$ cat src/sv/phtp_pkg.sv
`timescale 1ns / 1ps
// Types, codes and helper functions for the PES header timestamp parser.
// No dependencies; every other file refers to this package by scoped names.
package phtp_pkg;

  localparam int TS_W  = 33;
  localparam int POS_W = 9;

  typedef logic [TS_W-1:0]  ts_t;
  typedef logic [POS_W-1:0] pos_t;

  // result status codes
  localparam logic [1:0] ST_OK_NO_TS = 2'd0;
  localparam logic [1:0] ST_OK_TS    = 2'd1;
  localparam logic [1:0] ST_CORRUPT  = 2'd2;

  // PTS_DTS flag codes
  localparam logic [1:0] MODE_PTS_ONLY = 2'd2;
  localparam logic [1:0] MODE_PTS_DTS  = 2'd3;

  // byte positions within the optional header
  localparam pos_t POS_MARKER = 9'd0;
  localparam pos_t POS_FLAGS  = 9'd1;
  localparam pos_t POS_LENGTH = 9'd2;
  localparam pos_t POS_PTS0   = 9'd3;
  localparam pos_t POS_DTS0   = 9'd8;
  localparam pos_t POS_END    = 9'd13;
  localparam pos_t POS_MAX    = 9'h1ff;

  localparam logic [7:0] MARKER_MASK     = 8'hc0;
  localparam logic [7:0] MARKER_VALUE    = 8'h80;
  localparam logic [2:0] HIGH_TS_BITS    = 3'h7;
  localparam logic [7:0] MIN_LEN_PTS_DTS = 8'd10;
  localparam logic [7:0] MIN_LEN_PTS     = 8'd5;
  localparam pos_t       HDR_FIXED       = 9'd3;
  localparam ts_t        GAP_RESET       = 33'd180000;

  typedef struct packed {
    logic [7:0] header_byte;
    logic       first_byte;
    logic       last_byte;
    logic       stream_errored;
  } in_word_t;

  typedef struct packed {
    logic [1:0] status;
    logic [8:0] header_bytes;
    logic       pts_valid;
    ts_t        pts;
    logic       dts_valid;
    ts_t        dts;
  } result_t;

  // Bits that one byte of a 3/15/15 timestamp group contributes.
  function automatic ts_t gather_bits(input logic [2:0] k, input logic [7:0] b);
    ts_t r;
    r = '0;
    case (k)
      3'd0: begin
        r[32:30] = b[3:1] & HIGH_TS_BITS;
      end
      3'd1: begin
        r[29:22] = b;
      end
      3'd2: begin
        r[21:15] = b[7:1];
      end
      3'd3: begin
        r[14:7] = b;
      end
      default: begin
        r[6:0] = b[7:1];
      end
    endcase
    return r;
  endfunction

  // Group bytes 0, 2 and 4 carry a marker bit in bit 0.
  function automatic logic has_marker(input logic [2:0] k);
    return (k == 3'd0) || (k == 3'd2) || (k == 3'd4);
  endfunction

endpackage

$ cat src/sv/phtp_ifs.sv
`timescale 1ns / 1ps
// Valid/ready channel interfaces for header bytes in and parse results out.
// Depends on phtp_pkg for the timestamp type.
interface phtp_byte_if;
  logic       valid;
  logic       ready;
  logic [7:0] header_byte;
  logic       first_byte;
  logic       last_byte;
  logic       stream_errored;

  modport source (output valid, header_byte, first_byte, last_byte, stream_errored,
                  input ready);
  modport sink (input valid, header_byte, first_byte, last_byte, stream_errored,
                output ready);
endinterface

interface phtp_result_if;
  logic             valid;
  logic             ready;
  logic [1:0]       status;
  logic [8:0]       header_bytes;
  logic             pts_valid;
  phtp_pkg::ts_t    pts;
  logic             dts_valid;
  phtp_pkg::ts_t    dts;

  modport source (output valid, status, header_bytes, pts_valid, pts, dts_valid, dts,
                  input ready);
  modport sink (input valid, status, header_bytes, pts_valid, pts, dts_valid, dts,
                output ready);
endinterface

$ cat src/sv/phtp_core.sv
`timescale 1ns / 1ps
// Header parse state and per-byte result logic.
// Depends on phtp_pkg.
module phtp_core (
  input  logic               clk,
  input  logic               rst_n,
  input  logic               step,
  input  phtp_pkg::in_word_t word,
  input  phtp_pkg::ts_t      max_gap,
  output logic               res_valid,
  output phtp_pkg::result_t  res
);

  phtp_pkg::pos_t pos_r, pos_nxt, pos_e;
  logic [7:0]     len_r, len_nxt;
  logic [1:0]     mode_r, mode_nxt;
  logic           mko_r, mko_nxt;
  phtp_pkg::ts_t  pg_r, pg_nxt, pg_e;
  phtp_pkg::ts_t  dg_r, dg_nxt, dg_e;
  logic           pm_r, pm_nxt, pm_e;
  logic           dm_r, dm_nxt, dm_e;
  logic           fin_r, fin_nxt, fin_e;

  logic           active, hdr_fail, done, corrupt;
  logic [2:0]     k_pts, k_dts;
  phtp_pkg::ts_t  gap, p_sel, d_sel;
  logic           pv, dv;
  phtp_pkg::pos_t end_pos;

  assign k_pts   = 3'(pos_e - phtp_pkg::POS_PTS0);
  assign k_dts   = 3'(pos_e - phtp_pkg::POS_DTS0);
  assign end_pos = {1'b0, len_nxt} + phtp_pkg::POS_LENGTH;
  assign gap     = pg_nxt - dg_nxt;

  always_comb begin
    // a first byte restarts the header
    pos_e = word.first_byte ? '0    : pos_r;
    fin_e = word.first_byte ? 1'b0  : fin_r;
    pg_e  = word.first_byte ? '0    : pg_r;
    dg_e  = word.first_byte ? '0    : dg_r;
    pm_e  = word.first_byte ? 1'b1  : pm_r;
    dm_e  = word.first_byte ? 1'b1  : dm_r;
    active = !fin_e;

    pos_nxt  = pos_e;
    len_nxt  = len_r;
    mode_nxt = mode_r;
    mko_nxt  = mko_r;
    pg_nxt   = pg_e;
    dg_nxt   = dg_e;
    pm_nxt   = pm_e;
    dm_nxt   = dm_e;
    fin_nxt  = fin_e;

    if (active) begin
      if (pos_e == phtp_pkg::POS_MARKER) begin
        mko_nxt = (word.header_byte & phtp_pkg::MARKER_MASK) == phtp_pkg::MARKER_VALUE;
      end else if (pos_e == phtp_pkg::POS_FLAGS) begin
        mode_nxt = word.header_byte[7:6];
      end else if (pos_e == phtp_pkg::POS_LENGTH) begin
        len_nxt = word.header_byte;
      end else if (pos_e < phtp_pkg::POS_DTS0) begin
        pg_nxt = pg_e | phtp_pkg::gather_bits(k_pts, word.header_byte);
        if (phtp_pkg::has_marker(k_pts)) begin
          pm_nxt = pm_e & word.header_byte[0];
        end
      end else if (pos_e < phtp_pkg::POS_END) begin
        dg_nxt = dg_e | phtp_pkg::gather_bits(k_dts, word.header_byte);
        if (phtp_pkg::has_marker(k_dts)) begin
          dm_nxt = dm_e & word.header_byte[0];
        end
      end
      if (pos_e != phtp_pkg::POS_MAX) begin
        pos_nxt = pos_e + 9'd1;
      end
    end

    hdr_fail = (pos_e == phtp_pkg::POS_LENGTH) &&
               (!mko_nxt ||
                ((mode_nxt == phtp_pkg::MODE_PTS_DTS) && (len_nxt < phtp_pkg::MIN_LEN_PTS_DTS)) ||
                ((mode_nxt == phtp_pkg::MODE_PTS_ONLY) && (len_nxt < phtp_pkg::MIN_LEN_PTS)));
    if (pos_e == phtp_pkg::POS_LENGTH) begin
      done = len_nxt == 8'd0;
    end else begin
      done = (pos_e >= phtp_pkg::POS_PTS0) && (pos_e == end_pos);
    end
    corrupt   = hdr_fail || !done;
    res_valid = active && (hdr_fail || done || word.last_byte);
    if (res_valid) begin
      fin_nxt = 1'b1;
    end

    // result fields
    pv    = 1'b0;
    dv    = 1'b0;
    p_sel = pg_nxt;
    d_sel = dg_nxt;
    res   = '0;
    if (corrupt) begin
      res.status = phtp_pkg::ST_CORRUPT;
    end else begin
      res.header_bytes = {1'b0, len_nxt} + phtp_pkg::HDR_FIXED;
      if (mode_nxt == phtp_pkg::MODE_PTS_DTS) begin
        pv = pm_nxt;
        dv = dm_nxt;
        if (pv && dv && (gap > max_gap)) begin
          pv = 1'b0;
          dv = 1'b0;
        end
        res.status = phtp_pkg::ST_OK_TS;
      end else if (mode_nxt == phtp_pkg::MODE_PTS_ONLY) begin
        pv    = pm_nxt;
        dv    = pm_nxt;
        d_sel = pg_nxt;
        res.status = phtp_pkg::ST_OK_TS;
      end else begin
        res.status = phtp_pkg::ST_OK_NO_TS;
      end
      if (word.stream_errored) begin
        pv = 1'b0;
        dv = 1'b0;
      end
      res.pts_valid = pv;
      res.dts_valid = dv;
      res.pts       = pv ? p_sel : '0;
      res.dts       = dv ? d_sel : '0;
    end
  end

  always_ff @(posedge clk) begin
    if (!rst_n) begin
      pos_r  <= '0;
      len_r  <= '0;
      mode_r <= '0;
      mko_r  <= 1'b0;
      pg_r   <= '0;
      dg_r   <= '0;
      pm_r   <= 1'b0;
      dm_r   <= 1'b0;
      fin_r  <= 1'b1;
    end else if (step) begin
      pos_r  <= pos_nxt;
      len_r  <= len_nxt;
      mode_r <= mode_nxt;
      mko_r  <= mko_nxt;
      pg_r   <= pg_nxt;
      dg_r   <= dg_nxt;
      pm_r   <= pm_nxt;
      dm_r   <= dm_nxt;
      fin_r  <= fin_nxt;
    end
  end

endmodule

$ cat src/sv/phtp_out_reg.sv
`timescale 1ns / 1ps
// Result register driving the output channel.
// Depends on phtp_pkg and phtp_result_if.
module phtp_out_reg (
  input  logic              clk,
  input  logic              rst_n,
  input  logic              load,
  input  phtp_pkg::result_t res,
  output logic              out_free,
  phtp_result_if.source     out_bus
);

  logic              valid_r, valid_nxt;
  phtp_pkg::result_t res_r;

  assign out_free = !valid_r || out_bus.ready;

  always_comb begin
    valid_nxt = valid_r;
    if (load) begin
      valid_nxt = 1'b1;
    end else if (out_bus.ready) begin
      valid_nxt = 1'b0;
    end
  end

  always_ff @(posedge clk) begin
    if (!rst_n) begin
      valid_r <= 1'b0;
    end else begin
      valid_r <= valid_nxt;
    end
  end

  always_ff @(posedge clk) begin
    if (load) begin
      res_r <= res;
    end
  end

  assign out_bus.valid        = valid_r;
  assign out_bus.status       = res_r.status;
  assign out_bus.header_bytes = res_r.header_bytes;
  assign out_bus.pts_valid    = res_r.pts_valid;
  assign out_bus.pts          = res_r.pts;
  assign out_bus.dts_valid    = res_r.dts_valid;
  assign out_bus.dts          = res_r.dts;

endmodule

$ cat src/sv/pes_header_timestamp_parser.sv
`timescale 1ns / 1ps
// Top level of the PES optional-header PTS/DTS parser.
// Depends on phtp_pkg, phtp_ifs, phtp_core and phtp_out_reg.
//
// Usage notes:
//  - in_bus takes one header byte per word, starting at the marker/flags byte
//    (first_byte set). last_byte flags the final byte available in the packet;
//    stream_errored is sampled on the byte that completes the header.
//  - out_bus gives at most one result word per header: status, total header
//    length, and PTS/DTS with their valid flags. Bytes after the result are
//    dropped until the next first_byte.
//  - cfg_wr_en/cfg_wr_data load the 33-bit PTS-DTS gap limit (reset 180000);
//    write only while the parser is idle.
//  - Path: an accepted byte goes into the input register, then through the parse
//    logic into the result register that drives out_bus.
//  - Throughput: one byte per cycle while out_bus.ready is high; the 33-bit
//    gap subtract-and-compare is the longest path.
//  - When the receiver stalls, one more byte is still taken into the input
//    register, then in_bus.ready drops until the result word is taken.
//  - Reset (rst_n low, synchronous) empties both registers and leaves the
//    parser idle, waiting for a first byte.
module pes_header_timestamp_parser (
  input  logic          clk,
  input  logic          rst_n,
  phtp_byte_if.sink     in_bus,
  phtp_result_if.source out_bus,
  input  logic          cfg_wr_en,
  input  phtp_pkg::ts_t cfg_wr_data
);

  phtp_pkg::ts_t      gap_r;
  logic               s1_valid_r, s1_valid_nxt;
  phtp_pkg::in_word_t s1_word_r;
  logic               out_free, step, accept, res_valid;
  phtp_pkg::result_t  res;

  assign in_bus.ready = !s1_valid_r || out_free;
  assign accept       = in_bus.valid && in_bus.ready;
  assign step         = s1_valid_r && out_free;

  // gap limit register
  always_ff @(posedge clk) begin
    if (!rst_n) begin
      gap_r <= phtp_pkg::GAP_RESET;
    end else if (cfg_wr_en) begin
      gap_r <= cfg_wr_data;
    end
  end

  // input register
  always_comb begin
    s1_valid_nxt = s1_valid_r;
    if (accept) begin
      s1_valid_nxt = 1'b1;
    end else if (step) begin
      s1_valid_nxt = 1'b0;
    end
  end

  always_ff @(posedge clk) begin
    if (!rst_n) begin
      s1_valid_r <= 1'b0;
    end else begin
      s1_valid_r <= s1_valid_nxt;
    end
  end

  always_ff @(posedge clk) begin
    if (accept) begin
      s1_word_r.header_byte    <= in_bus.header_byte;
      s1_word_r.first_byte     <= in_bus.first_byte;
      s1_word_r.last_byte      <= in_bus.last_byte;
      s1_word_r.stream_errored <= in_bus.stream_errored;
    end
  end

  phtp_core u_core (
    .clk       (clk),
    .rst_n     (rst_n),
    .step      (step),
    .word      (s1_word_r),
    .max_gap   (gap_r),
    .res_valid (res_valid),
    .res       (res)
  );

  phtp_out_reg u_out (
    .clk      (clk),
    .rst_n    (rst_n),
    .load     (step && res_valid),
    .res      (res),
    .out_free (out_free),
    .out_bus  (out_bus)
  );

  // a new result word only ever follows a parse step
  a_rise_after_step: assert property (@(posedge clk) disable iff (!rst_n)
    $rose(out_bus.valid) |-> $past(step))
    else $error("result word appeared without a parse step");

  // an empty input register must never hold off the sender
  a_ready_when_empty: assert property (@(posedge clk) disable iff (!rst_n)
    !s1_valid_r |-> in_bus.ready)
    else $error("input blocked with empty input register");

  a_corrupt_clean: assert property (@(posedge clk) disable iff (!rst_n)
    (out_bus.valid && (out_bus.status == phtp_pkg::ST_CORRUPT)) |->
      ((out_bus.header_bytes == 9'd0) && !out_bus.pts_valid && !out_bus.dts_valid))
    else $error("corrupt result carries length or timestamps");

  a_ts_needs_status: assert property (@(posedge clk) disable iff (!rst_n)
    (out_bus.valid && (out_bus.pts_valid || out_bus.dts_valid)) |->
      (out_bus.status == phtp_pkg::ST_OK_TS))
    else $error("valid timestamp without timestamp status");

endmodule

$ cat src/flat_wrapper.sv
// flat-port wrapper written by rule: the top's interface ports become plain ports
module pes_header_timestamp_parser_flat 
  (clk, rst_n, cfg_wr_en, cfg_wr_data, in_bus_valid, in_bus_header_byte, in_bus_first_byte, in_bus_last_byte, in_bus_stream_errored, in_bus_ready, out_bus_valid, out_bus_status, out_bus_header_bytes, out_bus_pts_valid, out_bus_pts, out_bus_dts_valid, out_bus_dts, out_bus_ready);
  phtp_byte_if in_bus_i ();
  phtp_result_if out_bus_i ();
  input  logic clk;
  input  logic rst_n;
  input  logic cfg_wr_en;
  input  phtp_pkg::ts_t cfg_wr_data;
  input wire logic [$bits(in_bus_i.valid)-1:0] in_bus_valid;
  input wire logic [$bits(in_bus_i.header_byte)-1:0] in_bus_header_byte;
  input wire logic [$bits(in_bus_i.first_byte)-1:0] in_bus_first_byte;
  input wire logic [$bits(in_bus_i.last_byte)-1:0] in_bus_last_byte;
  input wire logic [$bits(in_bus_i.stream_errored)-1:0] in_bus_stream_errored;
  output wire logic [$bits(in_bus_i.ready)-1:0] in_bus_ready;
  output wire logic [$bits(out_bus_i.valid)-1:0] out_bus_valid;
  output wire logic [$bits(out_bus_i.status)-1:0] out_bus_status;
  output wire logic [$bits(out_bus_i.header_bytes)-1:0] out_bus_header_bytes;
  output wire logic [$bits(out_bus_i.pts_valid)-1:0] out_bus_pts_valid;
  output wire logic [$bits(out_bus_i.pts)-1:0] out_bus_pts;
  output wire logic [$bits(out_bus_i.dts_valid)-1:0] out_bus_dts_valid;
  output wire logic [$bits(out_bus_i.dts)-1:0] out_bus_dts;
  input wire logic [$bits(out_bus_i.ready)-1:0] out_bus_ready;
  assign in_bus_i.valid = in_bus_valid;
  assign in_bus_i.header_byte = in_bus_header_byte;
  assign in_bus_i.first_byte = in_bus_first_byte;
  assign in_bus_i.last_byte = in_bus_last_byte;
  assign in_bus_i.stream_errored = in_bus_stream_errored;
  assign in_bus_ready = in_bus_i.ready;
  assign out_bus_valid = out_bus_i.valid;
  assign out_bus_status = out_bus_i.status;
  assign out_bus_header_bytes = out_bus_i.header_bytes;
  assign out_bus_pts_valid = out_bus_i.pts_valid;
  assign out_bus_pts = out_bus_i.pts;
  assign out_bus_dts_valid = out_bus_i.dts_valid;
  assign out_bus_dts = out_bus_i.dts;
  assign out_bus_i.ready = out_bus_ready;
  pes_header_timestamp_parser u_core (.clk(clk), .rst_n(rst_n), .in_bus(in_bus_i), .out_bus(out_bus_i), .cfg_wr_en(cfg_wr_en), .cfg_wr_data(cfg_wr_data));
endmodule
$ cat config.mk
export PLATFORM = sky130hd
export DESIGN_NAME = pes_header_timestamp_parser_flat
export DESIGN_NICKNAME = d
export VERILOG_FILES = /design/src/sv/phtp_pkg.sv /design/src/sv/phtp_ifs.sv /design/src/sv/phtp_core.sv /design/src/sv/phtp_out_reg.sv /design/src/sv/pes_header_timestamp_parser.sv /design/src/flat_wrapper.sv
export SDC_FILE = /design/constraint.sdc
export NUM_CORES = 1
export LEC_CHECK = 0
export ABC_AREA = 1
export BUFFER_PORTS_ARGS = -buffer_cell sky130_fd_sc_hd__buf_2
export CAP_MARGIN = 20
export CORE_MARGIN = 3
export CORE_UTILIZATION = 49
export CTS_CLUSTER_SIZE = 24
export DETAILED_ROUTE_END_ITERATION = 6
export PLACE_DENSITY = 0.69
export RECOVER_POWER = 100
export SETUP_SLACK_MARGIN = 0.5
export SLEW_MARGIN = 0
export SYNTH_ARGS = -nofsm -noshare
export SYNTH_HDL_FRONTEND = slang
export SYNTH_SLANG_ARGS = --single-unit
$ cat constraint.sdc
create_clock -name clk -period 8.9 [get_ports clk]
set_input_delay 0.89 -clock clk [delete_from_list [all_inputs] [get_ports clk]]
set_output_delay 0.89 -clock clk [all_outputs]
set_load 0.02 [all_outputs]
**After elaboration in Yosys (flattened, before gate mapping)**

Cells that the tools add are included.

- Logic and storage cells: 216
- Bits of input ports: 49
- Flip-flop bits (word level): 214

- Reduce and logical (&&, ||, !) cells: 36
- Muxes and demuxes: 125
- Add/sub/neg operators: 6
- Magnitude comparators: 6
- Bitwise gates (word level): 6
- Equality and inequality tests: 15

Operators with widths:

| operator | number |
|---|---|
| 33-bit two-way mux | 15 |
| 8-bit two-way mux | 30 |
| 7-bit two-way mux | 26 |
| 33-bit OR | 2 |
| 3-bit two-way mux | 13 |
| 1-bit two-way mux | 35 |
| 33-bit > comparator | 1 |
| 33-bit subtractor | 1 |
| 9-bit two-way mux | 3 |
| 8-bit by 2-bit adder with 9-bit output, second input constant | 2 |
| 9-bit by 4-bit less-than comparator with 1-bit output, second input constant | 2 |
| 3-bit by 2-bit equality test with 1-bit output, second input constant | 4 |
| 1-bit logical OR | 11 |
| 1-bit logical AND | 10 |
| 9-bit by 1-bit adder with 9-bit output, second input constant | 1 |
| 9-bit by 1-bit equality test with 1-bit output, second input constant | 1 |
| 9-bit by 2-bit equality test with 1-bit output, second input constant | 1 |
| 9-bit equality test | 1 |
| 9-bit by 2-bit >= comparator with 1-bit output, second input constant | 1 |
| 9-bit logical NOT | 1 |
| 9-bit inequality test, second input constant | 1 |
| 8-bit logical NOT | 1 |
| 8-bit by 3-bit less-than comparator with 1-bit output, second input constant | 1 |
| 8-bit by 4-bit less-than comparator with 1-bit output, second input constant | 1 |
| other kinds (13) | 29 |

**Logic depth before layout (Yosys ltp)**

Gate-level depths: netlist (run 1).

- Depth after elaboration: 27
- Gate-level depth with buffers: 43
- Depth with buffers taken out: 41

**Modules after synthesis**

Synthesis (run 1) repeated with hierarchy kept, for this count alone.

- Cells, all modules: 1741
- Area total of the unflattened synthesis: 12769.7 um^2

Modules (own cells, without submodules):

| module | instances | sequential area each (um^2) | area an instance (um^2) | cells each |
|---|---|---|---|---|
| phtp_core | 1 | 1781.7 | 8836.0 | 1492 |
| phtp_out_reg | 1 | 2392.3 | 2418.6 | 85 |
| pes_header_timestamp_parser | 1 | 1011.0 | 1515.2 | 164 |

**Least setup slack after synthesis (run 1)**

OpenSTA, ideal clock, no wires.

- Kind: register to register
- Start point: register u_core.s1_word_r[2] in the netlist's numbering
- End point: register u_core.u_out.res_r (netlist bit u_core.u_out.out_bus.dts[11]), data pin
- Arrival time: 5.963 ns
- Path slack: 2.670 ns
- Stages on the path, launching flop included: 44
- Setup time: 0.267 ns
- Data required time: 8.633 ns
- Buffers on the path: 2
- Clock period less this slack: 6.230 ns
- Cells stage by stage: edfxtp_1 -> inv_2 -> buf_4 -> nand2_1 -> nand3_1 -> nor2_1 -> nand2_2 -> nand2_1 -> nor2_1 -> nand2_1 -> nor2_2 -> inv_1 -> nor2_2 -> a22o_1 -> ha_1 -> inv_1 -> fa_1 -> nand2_1 -> (+8 left out) -> nand2_1 -> nand2_1 -> nand2_1 -> a21boi_0 -> inv_1 -> a21oi_1 -> xor2_1 -> inv_1 -> ha_1 -> nand2_1 -> nor3_1 -> nor4b_1 -> nand3_1 -> o211ai_1 -> nand3_1 -> a21oi_2 -> buf_2 -> nor3_1

- Word-level cells in the longest chain between the ends: 27

Ends and longest elaborated chain:

| what | RTL line | source |
|---|---|---|
| start: declaration | pes_header_timestamp_parser.sv:33 | `phtp_pkg::in_word_t s1_word_r;` |
| 9-bit two-way mux | phtp_core.sv:37 | `pos_e = word.first_byte ? '0 : pos_r;` |
| 3-bit by 1-bit subtractor with 3-bit output | phtp_core.sv:31 | `assign k_dts = 3'(pos_e - phtp_pkg::POS_DTS0);` |
| 3-bit by 2-bit equality test with 1-bit output, or another cell as far along | phtp_pkg.sv:58 | `case (k)` |
| 4-bit OR reduction (no line) | - |  |
| 7-bit two-way mux | phtp_pkg.sv:58 |  |
| 7-bit two-way mux | phtp_core.sv:67 | `end else if (pos_e < phtp_pkg::POS_END) begin` |
| 7-bit two-way mux | phtp_core.sv:62 | `end else if (pos_e < phtp_pkg::POS_DTS0) begin` |
| 7-bit two-way mux | phtp_core.sv:60 | `end else if (pos_e == phtp_pkg::POS_LENGTH) begin` |
| (+10 left out) | - |  |
| via u_core.u_core.dg_nxt[0] | phtp_core.sv:19 | `phtp_pkg::ts_t dg_r, dg_nxt, dg_e;` |
| (+1 left out) | - |  |
| 33-bit > comparator * | phtp_core.sv:106 | `if (pv && dv && (gap > max_gap)) begin` |
| 1-bit logical AND * | phtp_core.sv:106 |  |
| 1-bit two-way mux * | phtp_core.sv:106 |  |
| 1-bit two-way mux * | phtp_core.sv:103 | `if (mode_nxt == phtp_pkg::MODE_PTS_DTS) begin` |
| 1-bit two-way mux * | phtp_core.sv:119 | `if (word.stream_errored) begin` |
| 1-bit two-way mux * | phtp_core.sv:99 | `if (corrupt) begin` |
| 1-bit NOT (no line) * | - |  |
| 2-bit OR reduction (no line) * | - |  |
| end signal: assignment | phtp_out_reg.sv:37 | `res_r <= res;` |
| end: declaration | phtp_out_reg.sv:14 | `phtp_pkg::result_t res_r;` |

Mark *: on every way through the listed nets, which the timed path passes. The rest lies on a longest branch. The select of a mux whose other input is x is not followed.
A chain may end at the register's enable or synchronous reset.

**Worst setup path in the final report (run 1)**

- Start point: register u_core.s1_word_r[2] in the netlist's numbering
- End point: register u_core.u_out.res_r (netlist bit u_core.u_out.out_bus.dts[16]), data pin

The elaborated chain is that of the path after synthesis.

==> results.sh, run 1 <==
export IMPL_run_status="complete, but fails checks"
export IMPL_failed_checks="max-capacitance violations, max-slew violations"
export IMPL_finish_utilization_pct=56.97
export IMPL_pwr_share_comb_pct=15.4
export IMPL_initial_core_util_pct=50.58
export IMPL_first_pass_grt_wire_length_um=59190
export IMPL_path_max_fanout=34
export IMPL_buffer_ports_inserted=129
export IMPL_vias_per_cell=5.622
export IMPL_cp_end_kind="flop"
export IMPL_critPathSlowestCell="edfxtp_1"
export IMPL_hold_worst_slack_ns=0.4650
export IMPL_slowest_delay_ns=0.47
export IMPL_fp_dieArea_um2=27430
export IMPL_cts_post_setup_buffers_inserted=0
export IMPL_grt_setup_unrepaired="false"
export IMPL_dp_cells=2009
export IMPL_chipHeight_um=165.6
export IMPL_cts_inserted_buffers=24
export IMPL_postSynthRegisterBits=214
export IMPL_global_route_usage_over_all_layers_pct=26.66
export IMPL_timing_max_transition_violations_final=170
export IMPL_finalSetupViolations=0
export IMPL_synthFlopType="dfxtp_1"
export IMPL_placement_rows=57
export IMPL_htreeDepth=1
export IMPL_intPower_w=0.001778
export IMPL_mappedNetlistNets=1723
export IMPL_cts_resized_gates=0
export IMPL_syn_instance_count=1603
export IMPL_power_switching_w=0.0006935
export IMPL_cts_hold_buf=0
export IMPL_totalWireLength_um=38670
export IMPL_cts_path_max_buffers=3
export IMPL_share_of_the_yosys_chip_area_belonging_to_registers_pct=41.54
export IMPL_netSwitchingFraction_pct=28.06
export IMPL_r2r_cells=42
export IMPL_cellLeakagePower_nw=5.911
export IMPL_overflow=0
export IMPL_ant_nets=0
export IMPL_max_freq_mhz=128.9
export IMPL_wire_per_inst_um=18.83
export IMPL_share_of_layout_cells_above_drive_strength_1_pct=7.919
export IMPL_final_hold_viol_count=0
export IMPL_vias=11550
export IMPL_min_period_over_period_pct=87.19
export IMPL_clock_root_buffer="clkbuf_16"
export IMPL_timing_critical_path_required_ns=9.14
export IMPL_slew_limit_headroom_pct=-170.6
export IMPL_clockPowerShare_pct=41.6
export IMPL_power_sequential_fraction_pct=43.0
export IMPL_firstDrtPassIters=5
export IMPL_synthesis_area_um2=12480
export IMPL_drv_cap=3
export IMPL_p_total_w=0.002471
export IMPL_critical_path_top_cell_by_count="nand2_1"
export IMPL_cts_sinks=214
export IMPL_clock_latency_ns=0.54
export IMPL_worstSetupPathType="flop to flop"
export IMPL_worst_hold_endpoint="u_core.u_core.pg_r[7]"
export IMPL_worstHoldPathCells=2
export IMPL_tns_ns=0
export IMPL_ir_drop_mv=0.1639
export IMPL_synth_warning_count=0
export IMPL_die_w_um=165.6
export IMPL_pin_count_of_the_biggest_net_entering_global_routing=88
export IMPL_layout_area_overhead_vs_synth_pct=12.63
export IMPL_holdCritStartpoint="u_core.u_core.pg_r[7]"
export IMPL_cts_tree="yes"
export IMPL_post_dp_hpwl_um=28740
export IMPL_finalClockSkew_ns=0.01574
export IMPL_layout_cells_most_common="nand2_1"
export IMPL_count_of_flip_flops_with_a_built_in_enable_after_synthesis=90
export IMPL_worst_r2r_startpoint="u_core.s1_word_r[2]"
export IMPL_synth_async_reset_ratio_pct=0
export IMPL_first_iter_violations=1228
export IMPL_grt_pass1_vias=10570
export IMPL_synth_area_per_cell_um2=7.787
export IMPL_worst_ep_arrival_time_ns=8.00
export IMPL_clkTransAtPathRegs_ns=0.07
export IMPL_mostFrequentLayoutCells="350 x nand2_1, 177 x inv_1, 174 x a21oi_1"
export IMPL_hold_path_class="flop to flop"
export IMPL_num_nets_final=1832
export IMPL_core_region_area_um2=24680
export IMPL_yosys_cell_types_count=52
export IMPL_ff2ff_setup_slack_ns=1.14
export IMPL_insertedDiodeCount=0
export IMPL_timing_final_crit_period_ns=7.760
export IMPL_tightest_slew_ns=4.059
export IMPL_critical_path_startpoint_type="flop"
export IMPL_power_density_nw_per_um2=175.8
export IMPL_gp_congestion=0.9513
export IMPL_initial_antenna_violation_count=0
export IMPL_final_cell_count_without_fillers=2054
export IMPL_top_level_ports=130
export IMPL_crit_reg2reg_capture="u_core.u_out.out_bus.dts[16]"
export IMPL_route_detailed_drc=0
per-layer routing:
layer	global-route usage, %	vias up	share of wire (%)
met5	0	-	0
met4	7.957	0	3.2
met3	6.339	79	10
met2	39.47	490	42
met1	38.86	5309	45
li1	-	5669	-
cells in the mapped netlist, types with 5 or more instances:
cell | number | area [um^2]
nor3_1 | 67 | 335.3
o211ai_1 | 9 | 67.56
buf_1 | 7 | 26.28
o21a_1 | 8 | 60.06
nor2_2 | 6 | 37.54
ha_1 | 70 | 875.8
o2111ai_1 | 5 | 43.79
a21oi_1 | 174 | 870.8
inv_2 | 6 | 22.52
clkbuf_1 | 49 | 183.9
nor2_1 | 87 | 326.6
xnor2_1 | 12 | 105.1
nand4_1 | 17 | 106.4
dfxtp_1 | 124 | 2482
a22oi_1 | 30 | 225.2
inv_1 | 176 | 660.6
nand3_1 | 71 | 355.3
a21boi_0 | 6 | 45.04
nand2_1 | 347 | 1303
buf_2 | 11 | 55.05
o21ai_0 | 122 | 610.6
edfxtp_1 | 90 | 2703
nor3_2 | 21 | 210.2
xor2_1 | 26 | 227.7
nand2_2 | 10 | 62.56
cell families (layout without fill, tap and decap cells):
family	count (synthesis)	after routing	share of synthesized area [%]
and+or+nand+nor	644	644	23.29
DFF	214	214	41.54
xor gates and xnor gates	38	38	2.666
adders and majority gates	71	71	7.177
AOI/OAI and AO/OA	379	379	17.16
buffers and inverters	257	384	8.170
through the flow:
step,area [um^2],worst slack (ns)
CTS,14240,1.007
detailed placement,13430,1.037
global route,14060,0.3583
finish,14060,1.140
global placement,13430,1.394
floorplan,12480,2.670
registers in the layout, summed over array words and instances, names as in the netlist:
register,flops
u_core.u_core.fin_r,1
u_core.u_out.out_bus.dts_valid,1
u_core.u_out.out_bus.valid,1
u_core.u_core.dm_r,1
u_core.gap_r,33
u_core.u_out.out_bus.dts,33
u_core.u_out.out_bus.pts_valid,1
u_core.u_core.pos_r,9
u_core.s1_word_r,11
u_core.s1_valid_r,1
u_core.u_core.len_r,8
u_core.u_core.pm_r,1
u_core.u_core.dg_r,33
u_core.u_out.out_bus.header_bytes,9
u_core.u_out.out_bus.status,2
u_core.u_core.mko_r,1
u_core.u_core.pg_r,33
u_core.u_out.out_bus.pts,33
u_core.u_core.mode_r,2
critical path, delay by kind of cell, from the launching register on:
| family | cells | cell delay (ns) |
|---|---|---|
| compound gates | 5 | 1.20 |
| buf+inv | 7 | 1.10 |
| flops | 1 | 0.47 |
| xor+xnor | 1 | 0.16 |
| simple gates | 26 | 3.69 |
| fa+ha+maj | 3 | 0.83 |
power groups by stage:
stage | logic (W) | registers, W | clock network, W
after floorplan | 0.000263 | 0.00108 | 0
after global placement | 0.000369 | 0.00108 | 0
after detailed placement | 0.000374 | 0.00108 | 0
after CTS | 0.000377 | 0.00106 | 0.00104
after global routing | 0.000423 | 0.00106 | 0.00108
final | 0.000380 | 0.00106 | 0.00103
worst max path at each step:
stage,from,endpoint,slack (ns),cells after the start
floorplan,u_core.s1_word_r[2],u_core.u_out.out_bus.dts[11],2.67,43
global placement,u_core.s1_word_r[2],u_core.u_out.out_bus.dts[25],1.39,42
detailed placement,u_core.s1_word_r[2],u_core.u_out.out_bus.dts[12],1.04,42
CTS,u_core.s1_word_r[2],u_core.u_out.out_bus.dts[20],1.01,42
global route,u_core.s1_word_r[2],u_core.u_out.out_bus.dts[30],0.36,42
finish,u_core.s1_word_r[2],u_core.u_out.out_bus.dts[16],1.14,42
layout make-up:
type | count | area [um^2]
repair buffers | 157 | 760.7
fillers | 2463 | 10620
inverters | 183 | 689.4
flip-flops and latches | 214 | 5185
well taps | 324 | 405.4
clock buffers | 26 | 608.1
multi-input cells | 1132 | 6207
clock inverters | 18 | 202.7
No activity file was read; power rests on OpenSTA's default activity.
==> inputs of run 2 (changes only) <==
Settings changed: REMOVE_ABC_BUFFERS set to 1, SYNTH_HIERARCHICAL set to 1.
==> run 2 against run 1 <==
The run still ends with max-capacitance violations, max-slew violations left. Hold slack worse by 0.012 ns. Count of clock-buffer cells in the layout up 3. Via count up 5.9%. Register-to-register slack worse by 0.04 ns. First-iteration DRC count up 5.3%. Global-route usage up 0.28 points. Maximum frequency down 0.54%. Sequential share of layout area down 0.62 points. Non-clock buffer count down 12. Area after synthesis up 2.3%. Critical endpoint is now u_core/u_out/out_bus.dts[23]. Highest routed layer unchanged.
==> results.sh, run 2 <==
export IMPL_synth_xor_area_share_pct=2.538
export IMPL_timing_final_crit_period_ns=7.802
export IMPL_fill_cells=2506
export IMPL_critPathSlowestCell="edfxtp_1"
export IMPL_fp_dieArea_um2=28030
export IMPL_dominant_cell_by_count_in_the_synthesized_netlist="nand2_1"
export IMPL_initial_core_util_pct=50.28
export IMPL_grt_pass1_vias=11340
export IMPL_tns_ns=0
export IMPL_post_synth_main_area_contributors="edfxtp_1 21%, dfxtp_1 19%, nand2_1 13%"
export IMPL_clock_root_buffer="clkbuf_16"
export IMPL_final_hold_viol_count=0
export IMPL_cts_tree="yes"
export IMPL_finalSetupViolations=0
export IMPL_yosys_cell_types_count=48
export IMPL_netlist_top_cells_count="429 x nand2_1, 245 x inv_1, 178 x nor2_1"
export IMPL_power_density_nw_per_um2=176.5
export IMPL_initial_antenna_violation_count=0
export IMPL_p_total_w=0.002524
export IMPL_synthesis_area_um2=12770
export IMPL_drv_cap=5
export IMPL_finish_utilization_pct=56.29
export IMPL_grt_setup_unrepaired="false"
export IMPL_synth_top_family_by_area="simple AND/OR/NAND/NOR gates"
export IMPL_cts_sinks=214
export IMPL_slowest_delay_ns=0.46
export IMPL_critPathLaunch="u_core/s1_word_r[2]"
export IMPL_postSynthRegisterBits=214
export IMPL_buffer_ports_inserted=129
export IMPL_top_level_ports=130
export IMPL_first_iter_violations=1293
export IMPL_pin_count_of_the_biggest_net_entering_global_routing=76
export IMPL_ff2ff_setup_slack_ns=1.10
export IMPL_placement_rows=58
export IMPL_totalWireLength_um=40270
export IMPL_die_w_um=167.4
export IMPL_synthAdderAreaFrac_pct=7.015
export IMPL_cts_path_max_buffers=3
export IMPL_cellLeakagePower_nw=6.208
export IMPL_layout_cells_most_common="nand2_1"
export IMPL_post_dp_hpwl_um=28560
export IMPL_path_max_fanout=17
export IMPL_r2r_cells=34
export IMPL_chipHeight_um=167.4
export IMPL_cp_end_kind="flop"
export IMPL_vias_per_cell=5.558
export IMPL_yosysTopAreaCellShare_pct=21.16
export IMPL_cts_hold_buf=0
export IMPL_worst_slack_ns=1.098
export IMPL_syn_instance_count=1741
export IMPL_vias=12230
export IMPL_htreeDepth=1
export IMPL_clock_latency_ns=0.53
export IMPL_hold_worst_slack_ns=0.4531
export IMPL_ir_drop_mv=0.1368
export IMPL_synth_area_per_cell_um2=7.335
export IMPL_ant_nets=0
export IMPL_synth_async_reset_ratio_pct=0
export IMPL_timing_critical_path_required_ns=9.27
export IMPL_count_of_flip_flops_with_a_built_in_enable_after_synthesis=90
export IMPL_overflow=0
export IMPL_synth_warning_count=6
export IMPL_route_detailed_drc=0
export IMPL_core_region_area_um2=25400
export IMPL_share_of_the_yosys_chip_area_belonging_to_registers_pct=40.60
export IMPL_run_status="complete, but fails checks"
export IMPL_finalClockSkew_ns=0.01427
export IMPL_synthFlopType="dfxtp_1"
export IMPL_cts_inserted_buffers=24
export IMPL_synth_top_area_cell="edfxtp_1"
export IMPL_max_freq_mhz=128.2
export IMPL_yosys_area_share_simple_pct=25.39
export IMPL_worst_r2r_startpoint="u_core/s1_word_r[2]"
export IMPL_insertedDiodeCount=0
export IMPL_share_of_layout_cells_above_drive_strength_1_pct=6.952
export IMPL_gp_congestion=1.037
export IMPL_hold_path_class="flop to flop"
export IMPL_min_period_over_period_pct=87.66
export IMPL_worstSetupPathType="flop to flop"
export IMPL_firstDrtPassIters=5
export IMPL_first_pass_grt_wire_length_um=61510
export IMPL_wire_per_inst_um=18.31
export IMPL_slew_limit_headroom_pct=-119.0
export IMPL_worst_ep_arrival_time_ns=8.17
export IMPL_timing_max_transition_violations_final=307
export IMPL_critical_path_startpoint_type="flop"
export IMPL_failed_checks="max-capacitance violations, max-slew violations"
export IMPL_crit_reg2reg_capture="u_core/u_out/out_bus.dts[23]"
export IMPL_clkTransAtPathRegs_ns=0.06
export IMPL_layout_area_overhead_vs_synth_pct=11.96
export IMPL_mostFrequentLayoutCells="431 x nand2_1, 245 x inv_1, 194 x nor2_1"
export IMPL_critical_path_endpoint="u_core/u_out/out_bus.dts[23]"
export IMPL_yosys_mux_area_fraction_pct=0
export IMPL_synth_compound_gate_area_share_pct=14.66
export IMPL_global_route_usage_over_all_layers_pct=26.94
export IMPL_num_nets_final=1972
export IMPL_detailedPlace_worstSlack_ns=1.192
export IMPL_tightest_slew_ns=3.285
export IMPL_critical_path_top_cell_by_count="nand2_1"
run 2: cell types whose count changed after synthesis, sizes merged, moves of 7 or more:
cell and delta:
a21oi -34, a22oi -26, clkbuf -8, inv +68, nand2 +83, nand3 -11, nor2 +109, nor3 -65
o211ai +7, o21ai +27
run 2: final cells by class:
| cell class | instances | area (um^2) | share of cell area (%) |
|---|---|---|---|
| Timing Repair Buffer | 145 | 684.4 | 4.787 |
| Inverter | 251 | 942.2 | 6.590 |
| Multi-Input combinational cell | 1216 | 6297 | 44.04 |
| Clock buffer | 29 | 639.4 | 4.472 |
| Clock inverter | 15 | 136.4 | 0.9539 |
| Tap cell | 330 | 412.9 | 2.888 |
| Sequential cell | 214 | 5185 | 36.26 |
run 2: per-layer routing:
| metal | part of all wire, % | vias up | global-route usage (%) |
|---|---|---|---|
| li1 | - | 5901 | - |
| met1 | 43 | 5709 | 38.19 |
| met2 | 45 | 536 | 43.54 |
| met3 | 9.0 | 81 | 3.824 |
| met4 | 3.0 | 0 | 7.044 |
| met5 | 0 | - | 0 |
run 2: how the worst min path moves through the flow:
| stage | startpoint | endpoint | slack [ns] | cells past startpoint |
|---|---|---|---|---|
| after CTS | u_core/gap_r[5] | u_core/gap_r[5] | 0.46 | 2 |
| after floorplan | u_core/gap_r[10] | u_core/gap_r[10] | 0.43 | 2 |
| after global routing | u_core/u_core/dg_r[26] | u_core/u_core/dg_r[26] | 0.48 | 2 |
| final | u_core/gap_r[5] | u_core/gap_r[5] | 0.45 | 2 |
| after global placement | u_core/gap_r[5] | u_core/gap_r[5] | 0.45 | 2 |
| after detailed placement | u_core/gap_r[13] | u_core/gap_r[13] | 0.44 | 2 |
run 2: power breakdown:
part	total [W]	leakage (nW)	switching (W)	internal, W
logic	0.000476	3.92	0.000319	0.000157
clock network	0.000984	0.370	0.000415	0.000569
registers	0.00106	1.91	0.0000161	0.00105
total	0.00252	6.21	0.000750	0.00177
run 2: worst max-delay path, delay by kind of cell, from the launching register on:
| family | cells | cell delay, ns |
|---|---|---|
| buffers and inverters | 4 | 0.71 |
| and+or+nand+nor | 16 | 2.98 |
| AOI/OAI and AO/OA | 11 | 2.44 |
| adders and majority gates | 2 | 0.68 |
| DFF | 1 | 0.46 |
| xor gates and xnor gates | 1 | 0.34 |
run 2: logic make-up (layout without fill, tap and decap cells):
logic type,after synthesis,count (layout)
AO/OA/AOI/OAI,344,344
XOR/XNOR,37,37
adder cells (fa/ha/maj),71,71
buffers and inverters,313,440
flip-flops,214,214
AND/OR/NAND/NOR,762,764
run 2: through the flow:
stage | instance area [um^2] | cells
after floorplan | 12460 | 1679
after global placement | 13630 | 2151
after detailed placement | 13630 | 2151
after CTS | 14410 | 2195
after global routing | 14300 | 2200
final | 14300 | 2200
run 2: what timing repair did:
item | 4_1_cts | 5_1_grt
setup endpoints to repair | 0 | 68
setup buffers | 0 | 3
resized for setup | 0 | 4
